$ cat src/design/itpm_pkg.sv
`default_nettype none

package itpm_pkg;

	localparam int NODE_COUNT_DEF = 4096;
	localparam int ADDR_BITS_DEF  = 32;

	localparam int ADDR_W   = 32;
	localparam int LEN_W    = 6;
	localparam int ASN_W    = 32;
	localparam int STATUS_W = 2;

	// stream widths: fields packed from bit 0, tdata padded to whole bytes
	localparam int S_TDATA_W = 72;
	localparam int S_TUSER_W = 1;
	localparam int M_TDATA_W = 32;
	localparam int M_TUSER_W = 2;

	localparam int QUEUE_DEPTH = 2;

	typedef enum logic [STATUS_W-1:0] {
		ST_OK   = 2'd0,
		ST_DUP  = 2'd1,
		ST_FULL = 2'd2
	} itpm_status_t;

	// classified item between front and walker
	typedef struct packed {
		logic              insert;
		logic [ADDR_W-1:0] addr;
		logic [LEN_W-1:0]  lim;
		logic [ASN_W-1:0]  asn;
	} itpm_item_t;

	typedef struct packed {
		logic [ASN_W-1:0] asn;
		itpm_status_t     status;
	} itpm_result_t;

endpackage

`default_nettype wire

$ cat src/design/itpm_front.sv
`default_nettype none

module itpm_front #(
	parameter int ADDR_BITS = itpm_pkg::ADDR_BITS_DEF
) (
	input  wire logic                           clk,
	input  wire logic                           arst_n,
	input  wire logic                           s_axis_tvalid,
	output logic                                s_axis_tready,
	input  wire logic [itpm_pkg::S_TDATA_W-1:0] s_axis_tdata,
	input  wire logic [itpm_pkg::S_TUSER_W-1:0] s_axis_tuser,
	output logic                                q_valid,
	output itpm_pkg::itpm_item_t                q_item,
	input  wire logic                           q_pop
);

	localparam int QD = itpm_pkg::QUEUE_DEPTH;
	localparam int PW = $clog2(QD);
	localparam int CW = $clog2(QD + 1);
	localparam int AW = itpm_pkg::ADDR_W;
	localparam int LW = itpm_pkg::LEN_W;
	localparam int NW = itpm_pkg::ASN_W;

	itpm_pkg::itpm_item_t entry_q [QD];
	logic [PW-1:0] wr_ptr_q, rd_ptr_q;
	logic [CW-1:0] count_q;

	itpm_pkg::itpm_item_t cls;
	logic [LW-1:0] plen;
	logic push;

	// lookups may walk the full depth, inserts stop at the saturated prefix length
	always_comb begin
		plen       = s_axis_tdata[AW +: LW];
		cls.insert = s_axis_tuser[0];
		cls.addr   = s_axis_tdata[0 +: AW];
		cls.asn    = s_axis_tdata[AW + LW +: NW];
		if (!s_axis_tuser[0] || plen > LW'(ADDR_BITS)) begin
			cls.lim = LW'(ADDR_BITS);
		end else begin
			cls.lim = plen;
		end
	end

	assign s_axis_tready = count_q != CW'(QD);
	assign push          = s_axis_tvalid && s_axis_tready;
	assign q_valid       = count_q != '0;
	assign q_item        = entry_q[rd_ptr_q];

	always_ff @(posedge clk) begin
		if (push) begin
			entry_q[wr_ptr_q] <= cls;
		end
	end

	always_ff @(posedge clk or negedge arst_n) begin
		if (!arst_n) begin
			wr_ptr_q <= '0;
			rd_ptr_q <= '0;
			count_q  <= '0;
		end else begin
			if (push) begin
				wr_ptr_q <= (wr_ptr_q == PW'(QD - 1)) ? '0 : wr_ptr_q + PW'(1);
			end
			if (q_pop) begin
				rd_ptr_q <= (rd_ptr_q == PW'(QD - 1)) ? '0 : rd_ptr_q + PW'(1);
			end
			if (push && !q_pop) begin
				count_q <= count_q + CW'(1);
			end else if (!push && q_pop) begin
				count_q <= count_q - CW'(1);
			end
		end
	end

endmodule

`default_nettype wire

$ cat config.mk
export PLATFORM = sky130hd
export DESIGN_NAME = itpm_front
export DESIGN_NICKNAME = d
export VERILOG_FILES = /design/src/design/itpm_pkg.sv /design/src/design/itpm_front.sv
export SDC_FILE = /design/constraint.sdc
export NUM_CORES = 1
export LEC_CHECK = 0
export BUFFER_PORTS_ARGS = -buffer_cell sky130_fd_sc_hd__buf_4
export CAP_MARGIN = 20
export CORE_UTILIZATION = 56
export DETAILED_ROUTE_END_ITERATION = 8
export PLACE_DENSITY = 0.88
export SLEW_MARGIN = 20
export SYNTH_ARGS = -nofsm -noshare
export SYNTH_HDL_FRONTEND = slang
export SYNTH_SLANG_ARGS = --single-unit
export TNS_END_PERCENT = 20
$ cat constraint.sdc
create_clock -name clk -period 8.79 [get_ports clk]
set_clock_uncertainty 0.05 [all_clocks]
set_input_delay 0.4395 -clock clk [delete_from_list [all_inputs] [get_ports clk]]
set_output_delay 0.4395 -clock clk [all_outputs]
set_load 0.01 [all_outputs]
==> results.py, run 1 <==
metrics = {
    "outcome": {
        "outcome": "complete, no violations",
    },
    "worst_setup_path": {
        "cp.required_ns": 8.30,
        "cp-end-kind": "output port",
        "start_kind": "flop",
        "cp.arrival_ns": 2.57,
        "crit_fanout": 57,
        "path_class": "flop to output port",
    },
    "timing": {
        "post-route-period-util_pct": 34.8,
        "setup_violations": 0,
        "hold_viol": 0,
        "worst_pin_slew_ns": 1.03,
        "fmax_mhz": 327,
        "relSlewSlack_pct": 31.1,
        "fin_crit_ns": 3.06,
        "fin_ws_ns": 5.73,
        "grt_setup_unrepaired": "no",
        "setup_tns_ns": 0,
        "slew_violations": 0,
    },
    "die": {
        "die-area_mm2": 0.0106,
        "initial_core_util_pct": 58.1,
        "die_h_um": 103,
        "core_mm2": 0.00982,
        "rows": 36,
        "io-pin-count": 150,
        "die_w_um": 103,
    },
    "clock_tree": {
        "cts_buffer_depth": 2,
        "post_cts_buffers": 0,
        "cts_tree": "done",
        "htree_num_levels": 4,
        "cts_made_buffers": 17,
        "clock-root-buffer": "clkbuf_8",
        "clk_latency_ns": 0.51,
        "clock_sinks": 146,
        "clk_pin_slew_worst_paths_ns": 0.06,
    },
    "pwr": {
        "power_mw": 2.48,
        "peakVddDrop_mv": 0.259,
        "p_per_area_mw_per_mm2": 335,
        "p_leak_nw": 2.97,
    },
    "synthesis": {
        "netlist_area_mm2": 0.00571,
        "avgSynthCellArea_um2": 23.2,
        "synth_cell_types": 17,
        "yosysWarnings": 0,
        "synth_seq_cells": 146,
        "seq_area_frac_synth_pct": 76.4,
        "syn-num-nets": 324,
        "syn_inst": 246,
    },
    "finish": {
        "multiInputGateArea_mm2": 0.00119,
        "final_cells": 553,
        "seq_area_mm2": 0.00437,
        "final_common_cell": "buf_4",
        "drive_above_1_share_pct": 60.0,
        "syn_to_final_growth_pct": 29.7,
        "antennaDiodeCount": 0,
        "fillers": 563,
        "final_cell_mix": "buf_4 (149), edfxtp_1 (142), mux2_4 (69)",
        "nets": 485,
    },
    "route": {
        "antenna_left": 0,
        "viasPerCell": 4.99,
        "firstDrtPassIters": 4,
        "drt_iter0_markers": 66,
        "wl_mm": 9.30,
        "route.detailed.drc": 0,
        "routedWlPerCell_um": 16.8,
        "vias": 2758,
    },
    "global_routing": {
        "grt_antenna_before_repair": 0,
        "grt_usage_pct": 18.3,
        "grt_pass1_vias": 2809,
        "grt_overflow": 0,
        "grt_max_degree": 72,
        "grt_pass1_wl_mm": 13.7,
    },
    "placement": {
        "place_congestion": 0.667,
        "dp_hpwl_mm": 5.90,
        "place_worst_setup_slack_ns": 6.23,
        "dp.cells": 520,
        "port_buffers": 147,
    },
    "worst_hold_path": {
        "hp-class": "input port to flop",
    },
    "flow_run": {
        "drv_cap": 0,
    },
}
[power by group]
group | leakage (nW) | internal [mW] | total [mW] | switching [mW]
combinational | 1.37 | 0.466 | 0.826 | 0.360
clock | 0.238 | 0.372 | 0.639 | 0.268
sequential | 1.37 | 0.957 | 1.02 | 0.0618
total | 2.97 | 1.79 | 2.48 | 0.689
[sequential cells by signal, summed over array words and instances, names as in the netlist]
name,count
rd_ptr_q,1
count_q,2
wr_ptr_q,1
entry_q,142
[cells in the mapped netlist]
library cell | n | area share [%]
xor2_1 | 3 | 0.46
nand2b_1 | 1 | 0.11
and2_1 | 5 | 0.55
buf_6 | 1 | 0.20
and3_1 | 1 | 0.11
inv_1 | 3 | 0.20
mux2_4 | 69 | 18
buf_12 | 7 | 2.5
nand2_1 | 1 | 0.066
nor2_1 | 2 | 0.13
or2_2 | 1 | 0.11
ha_1 | 1 | 0.22
nor2b_1 | 1 | 0.11
xnor2_1 | 2 | 0.31
edfxtp_1 | 142 | 75
mux2_2 | 2 | 0.39
dfrtp_1 | 4 | 1.8
[path summary, 6_finish.rpt]
kind                                        start                       end  slack, ns  depth (start not counted)
hold / removal                              q_pop      rd_ptr_q$_DFFE_PN0P_       0.05                          2
setup / recovery             rd_ptr_q$_DFFE_PN0P_                q_item[48]       5.73                          3
setup reg to reg           count_q[0]$_DFFE_PN0P_  entry_q[0][19]$_DFFE_PP_       6.52                          4
hold reg to reg            count_q[1]$_DFFE_PN0P_    count_q[1]$_DFFE_PN0P_       0.45                          1
min in group asynchronous                  arst_n      rd_ptr_q$_DFFE_PN0P_       0.21                          2
max in group asynchronous                  arst_n      rd_ptr_q$_DFFE_PN0P_       8.37                          2
[per-layer routing]
layer	global-route usage (%)	routed length [um]	vias to the layer above
met5	0	0	-
met4	8.13	116	0
met3	8.68	852	11
met2	30.1	4630	115
met1	20.5	3700	1345
li1	-	-	1287
[area by class of cell]
type | count | share of cell area [%]
clock buffers | 18 | 5.64
clock inverters | 14 | 1.57
inverters | 3 | 0.152
multi-input cells | 89 | 16.1
flip-flops and latches | 146 | 59.0
well taps | 133 | 2.25
repair buffers | 150 | 15.2
[per-stage QoR]
step	hold WS [ns]	util (%)	instance area (um2)
6_report	0.0516	75.4	7400
5_1_grt	0.0255	75.4	7400
4_1_cts	0.0291	75.4	7400
3_5_place_dp	0.189	69.9	6860
3_3_place_gp	0.186	69.9	6860
2_1_floorplan	0.0939	-	5710
[worst max-delay path, cell delays in order, from the launching register on]
cell	delay [ns]
dfrtp_4	0.61
buf_4	0.86
mux2_2	0.42
buf_4	0.15
[repair_timing]
| item | 4_1_cts | 5_1_grt |
|---|---|---|
| hold endpoints to repair | 4 | 0 |
| gates resized for setup | 0 | 0 |
| hold buffers | 1 | 0 |
[kinds of logic (layout without fill, tap and decap cells)]
| group | Yosys count | in the layout | share of synthesized area (%) |
|---|---|---|---|
| xor gates and xnor gates | 5 | 5 | 0.767 |
| adders and majority gates | 1 | 1 | 0.219 |
| and+or+nand+nor | 12 | 12 | 1.18 |
| DFF | 146 | 146 | 76.4 |
| muxes | 71 | 71 | 18.5 |
| buffers and inverters | 11 | 185 | 2.85 |
No activity file was read; power rests on OpenSTA's default activity.
==> run 2: changes to the inputs <==
Settings changed: CORE_UTILIZATION 56 to 52, PLACE_DENSITY 0.88 to 0.83.
Clock period 8.79 ns to 3.1 ns, I/O delays scaled along.
==> results.py, run 2 (synthesis gave the netlist of run 1 again) <==
metrics = {
    "clock_tree": {
        "cts_hold_buf": 75,
        "clock-root-buffer": "clkbuf_8",
        "clock_sinks": 146,
        "htree_num_levels": 4,
        "cts_made_buffers": 17,
        "cts_tree": "done",
        "cts_resized": 0,
        "clk_pin_slew_worst_paths_ns": 0.06,
        "post_cts_buffers": 0,
        "clk_latency_ns": 0.50,
        "cts_buffer_depth": 2,
    },
    "die": {
        "rows": 37,
        "io-pin-count": 150,
        "die_h_um": 107,
        "initial_core_util_pct": 54.6,
        "core_mm2": 0.0105,
        "die-area_mm2": 0.0114,
        "die_w_um": 107,
    },
    "placement": {
        "place_congestion": 0.677,
        "port_buffers": 147,
        "place_worst_setup_slack_ns": 1.17,
        "dp.cells": 528,
        "dpl_cell_area_mm2": 0.00691,
        "dp_hpwl_mm": 6.28,
    },
    "global_routing": {
        "grt_pass1_wl_mm": 17.2,
        "grt_usage_pct": 20.7,
        "grt_overflow": 0,
        "grt_max_degree": 49,
        "grt_pass1_vias": 3468,
        "grt_antenna_before_repair": 0,
    },
    "worst_setup_path": {
        "cpPeakStageDelay_ns": 0.89,
        "slowest_stage": "dfrtp_4",
        "crit_fanout": 37,
        "cp.required_ns": 2.89,
        "cp-end-kind": "output port",
        "path_common_cell": "buf_4",
        "crit_chain": "buf_4, mux2_4, buf_4",
        "cp.arrival_ns": 2.26,
        "path_class": "flop to output port",
        "critical_path.top_delay_family": "flip-flops",
        "start_kind": "flop",
        "critPathBufInv": 2,
    },
    "route": {
        "drt_iter0_markers": 127,
        "firstDrtPassIters": 4,
        "viasPerCell": 4.88,
        "wl_mm": 11.3,
        "route.detailed.drc": 0,
        "antenna_left": 0,
        "vias": 3096,
        "routedWlPerCell_um": 17.8,
    },
    "pwr": {
        "power_mw": 7.42,
        "p_leak_nw": 3.35,
        "p_per_area_mw_per_mm2": 899,
        "peakVddDrop_mv": 0.467,
    },
    "timing": {
        "whs_ns": 0.333,
        "hold_viol": 0,
        "fin_crit_ns": 2.46,
        "relSlewSlack_pct": 52.5,
        "setup_tns_ns": 0,
        "setup_violations": 0,
        "grt_setup_unrepaired": "no",
        "post-route-period-util_pct": 79.5,
        "fmax_mhz": 406,
        "worst_pin_slew_ns": 0.712,
        "fin_ws_ns": 0.635,
        "slew_violations": 0,
    },
    "finish": {
        "seq_area_mm2": 0.00437,
        "largest_reg_flops": 142,
        "fin_util_pct": 78.9,
        "antennaDiodeCount": 0,
        "final_cell_mix": "buf_4 (153), edfxtp_1 (142), dlygate4sd3_1 (75)",
        "multiInputGateArea_mm2": 0.00119,
        "reg_top3": "entry_q: 142 flops, count_q: 2 flops",
        "nets": 564,
        "regMostFlops": "entry_q",
        "final_cells": 634,
        "fillers": 568,
        "syn_to_final_growth_pct": 44.5,
        "final_common_cell": "buf_4",
        "fin_area_mm2": 0.00825,
        "drive_above_1_share_pct": 51.6,
    },
    "flow_run": {
        "drv_cap": 0,
    },
    "outcome": {
        "outcome": "complete, no violations",
    },
    "worst_hold_path": {
        "hp-class": "input port to flop",
    },
}
run 2: cell count changes in the layout (fill, tap and decap cells not counted), sizes merged:
cell / delta
clkinvlp: -4
inv: -1
clkinv: -1
clkbuf: +2
bufinv: +3
buf: +5
dlygate4sd3: +74
run 2: cell type report:
type	count	share of cell area (%)
tap	136	2.06
clock buffer	20	5.16
clock inverter	11	1.97
multi-input combinational	89	14.5
timing repair buffer	229	23.3
sequential	146	52.9
inverter	3	0.136
run 2: power breakdown:
part	internal [mW]	switching, mW	leakage, nW
logic	1.41	1.00	1.71
clock network	1.30	0.736	0.281
registers	2.71	0.261	1.37
total	5.42	2.00	3.35
run 2: per-layer routing:
metal | up-vias | share of wire [%] | GRT usage [%]
met4 | 0 | 0.77 | 5.77
met2 | 104 | 54 | 38.5
li1 | 1441 | - | -
met3 | 8 | 6.5 | 7.60
met5 | - | 0 | 0
met1 | 1543 | 39 | 21.8
run 2: final timing paths:
| kind | startpoint | end | slack [ns] | cells past startpoint |
|---|---|---|---|---|
| min in group asynchronous | arst_n | wr_ptr_q$_DFFE_PN0N_ | 0.54 | 3 |
| max reg2reg | count_q[0]$_DFFE_PN0P_ | entry_q[1][44]$_DFFE_PP_ | 1.21 | 3 |
| max in group asynchronous | arst_n | rd_ptr_q$_DFFE_PN0P_ | 2.26 | 3 |
| max | rd_ptr_q$_DFFE_PN0P_ | q_item[58] | 0.64 | 3 |
| min | s_axis_tdata[54] | entry_q[0][16]$_DFFE_PP_ | 0.33 | 2 |
| min reg2reg | count_q[1]$_DFFE_PN0P_ | count_q[1]$_DFFE_PN0P_ | 0.46 | 1 |
==> run 3: changes to the inputs <==
Clock period 3.1 ns to 2.43 ns, I/O delays scaled along.
==> results.py, run 3 (synthesis gave the netlist of run 1 again) <==
metrics = {
    "timing": {
        "slew_violations": 0,
        "worst_pin_slew_ns": 0.560,
        "setup_violations": 0,
        "hold_viol": 0,
        "post-route-period-util_pct": 91.4,
        "fmax_mhz": 450,
        "fin_ws_ns": 0.210,
        "whs_ns": 0.288,
        "relSlewSlack_pct": 62.7,
        "setup_tns_ns": 0,
        "grt_setup_unrepaired": "no",
        "fin_crit_ns": 2.22,
    },
    "worst_setup_path": {
        "ff2ff_setup_slack_ns": 0.69,
        "path_class": "flop to output port",
        "crit_fanout": 41,
        "cp-end-kind": "output port",
        "cp.arrival_ns": 2.05,
        "cp.required_ns": 2.26,
        "r2r_cells": 4,
        "reg2reg_from": "count_q[0]$_DFFE_PN0P_",
        "worstReg2RegEnd": "entry_q[0][57]$_DFFE_PP_",
        "start_kind": "flop",
    },
    "finish": {
        "syn_to_final_growth_pct": 44.8,
        "drive_above_1_share_pct": 51.2,
        "fin_util_pct": 79.0,
        "largest_reg_flops": 142,
        "regMostFlops": "entry_q",
        "fin_area_mm2": 0.00827,
        "final_cells": 635,
        "reg_top3": "entry_q: 142 flops, count_q: 2 flops",
        "nets": 564,
        "final_common_cell": "buf_4",
        "fillers": 543,
        "final_cell_mix": "buf_4 (152), edfxtp_1 (142), dlygate4sd3_1 (75)",
    },
    "worst_hold_path": {
        "hold_end": "entry_q[1][56]$_DFFE_PP_",
        "holdPathStages": 2,
        "hp-class": "input port to flop",
        "worstHoldStart": "s_axis_tdata[18]",
    },
    "die": {
        "die-area_mm2": 0.0114,
        "die_h_um": 107,
        "rows": 37,
        "io-pin-count": 150,
        "initial_core_util_pct": 54.6,
        "core_mm2": 0.0105,
        "die_w_um": 107,
    },
    "pwr": {
        "p_leak_nw": 3.36,
        "power_mw": 9.46,
        "p_per_area_mw_per_mm2": 1150,
        "peakVddDrop_mv": 0.671,
    },
    "clock_tree": {
        "clock-root-buffer": "clkbuf_8",
        "clk_latency_ns": 0.51,
        "clk_pin_slew_worst_paths_ns": 0.06,
        "htree_num_levels": 4,
        "clock_sinks": 146,
        "cts_buffer_depth": 2,
        "cts_made_buffers": 17,
        "cts_tree": "done",
        "post_cts_buffers": 0,
        "cts_resized": 0,
    },
    "placement": {
        "place_worst_setup_slack_ns": 0.683,
        "dp.cells": 528,
        "place_congestion": 0.689,
        "port_buffers": 147,
        "dpl_cell_area_mm2": 0.00693,
        "dp_hpwl_mm": 6.20,
    },
    "route": {
        "vias": 3078,
        "wl_mm": 10.9,
        "firstDrtPassIters": 4,
        "routedWlPerCell_um": 17.2,
        "viasPerCell": 4.85,
        "antenna_left": 0,
        "drt_iter0_markers": 99,
        "route.detailed.drc": 0,
    },
    "global_routing": {
        "grt_usage_pct": 19.8,
        "grt.busiest_layer": "met2",
        "met1_usage_pct": 21.6,
        "use_met3_pct": 6.57,
        "gr-usage-met2_pct": 35.4,
        "grt_pass1_vias": 3216,
        "grt_antenna_before_repair": 0,
        "grt_max_degree": 43,
        "grt_overflow": 0,
        "grt_pass1_wl_mm": 16.4,
    },
    "outcome": {
        "outcome": "complete, no violations",
    },
    "flow_run": {
        "drv_cap": 0,
    },
}
-- run 3: where the power goes --
group	leakage [nW]	total (mW)	internal, mW	switching (mW)
registers	1.37	3.70	3.45	0.243
clock network	0.280	2.59	1.65	0.942
logic	1.71	3.18	1.82	1.37
total	3.36	9.46	6.91	2.55
-- run 3: area by class of cell --
| class | count | area (um2) | area share, % |
|---|---|---|---|
| multi-input cells | 89 | 1190 | 14.5 |
| repair buffers | 229 | 1930 | 23.4 |
| diodes | 1 | 2.50 | 0.0303 |
| inverters | 3 | 11.3 | 0.136 |
| clock inverters | 12 | 165 | 2.00 |
| well taps | 136 | 170 | 2.06 |
| clock buffers | 19 | 422 | 5.10 |
| flip-flops and latches | 146 | 4370 | 52.8 |
-- run 3: metal layers --
metal | vias to the layer above | part of all wire [%]
li1 | 1444 | -
met1 | 1502 | 39
met2 | 118 | 54
met3 | 14 | 6.2
met4 | 0 | 1.2
met5 | - | 0
-- run 3: critical path, cell delays in order, from the launching register on --
cell and delay [ns]:
dfrtp_4 0.66, buf_12 0.35, mux2_4 0.35, buf_4 0.15
-- run 3: worst max path at each step --
| stage | depth (start not counted) | start | slack [ns] | endpoint |
|---|---|---|---|---|
| after global routing | 3 | rd_ptr_q$_DFFE_PN0P_ | 0.11 | q_item[67] |
| after detailed placement | 4 | count_q[0]$_DFFE_PN0P_ | 0.68 | entry_q[0][7]$_DFFE_PP_ |
| after CTS | 3 | rd_ptr_q$_DFFE_PN0P_ | 0.17 | q_item[59] |
| final | 3 | rd_ptr_q$_DFFE_PN0P_ | 0.21 | q_item[14] |
| after floorplan | 2 | count_q[0]$_DFFE_PN0P_ | -0.37 | entry_q[1][0]$_DFFE_PP_ |
| after global placement | 4 | count_q[0]$_DFFE_PN0P_ | 0.73 | entry_q[0][2]$_DFFE_PP_ |
-- run 3: repair_timing --
| item | in CTS | in global routing |
|---|---|---|
| hold buffers | 75 | 0 |
| hold endpoints to repair | 149 | 0 |
| setup endpoints to repair | 0 | 0 |
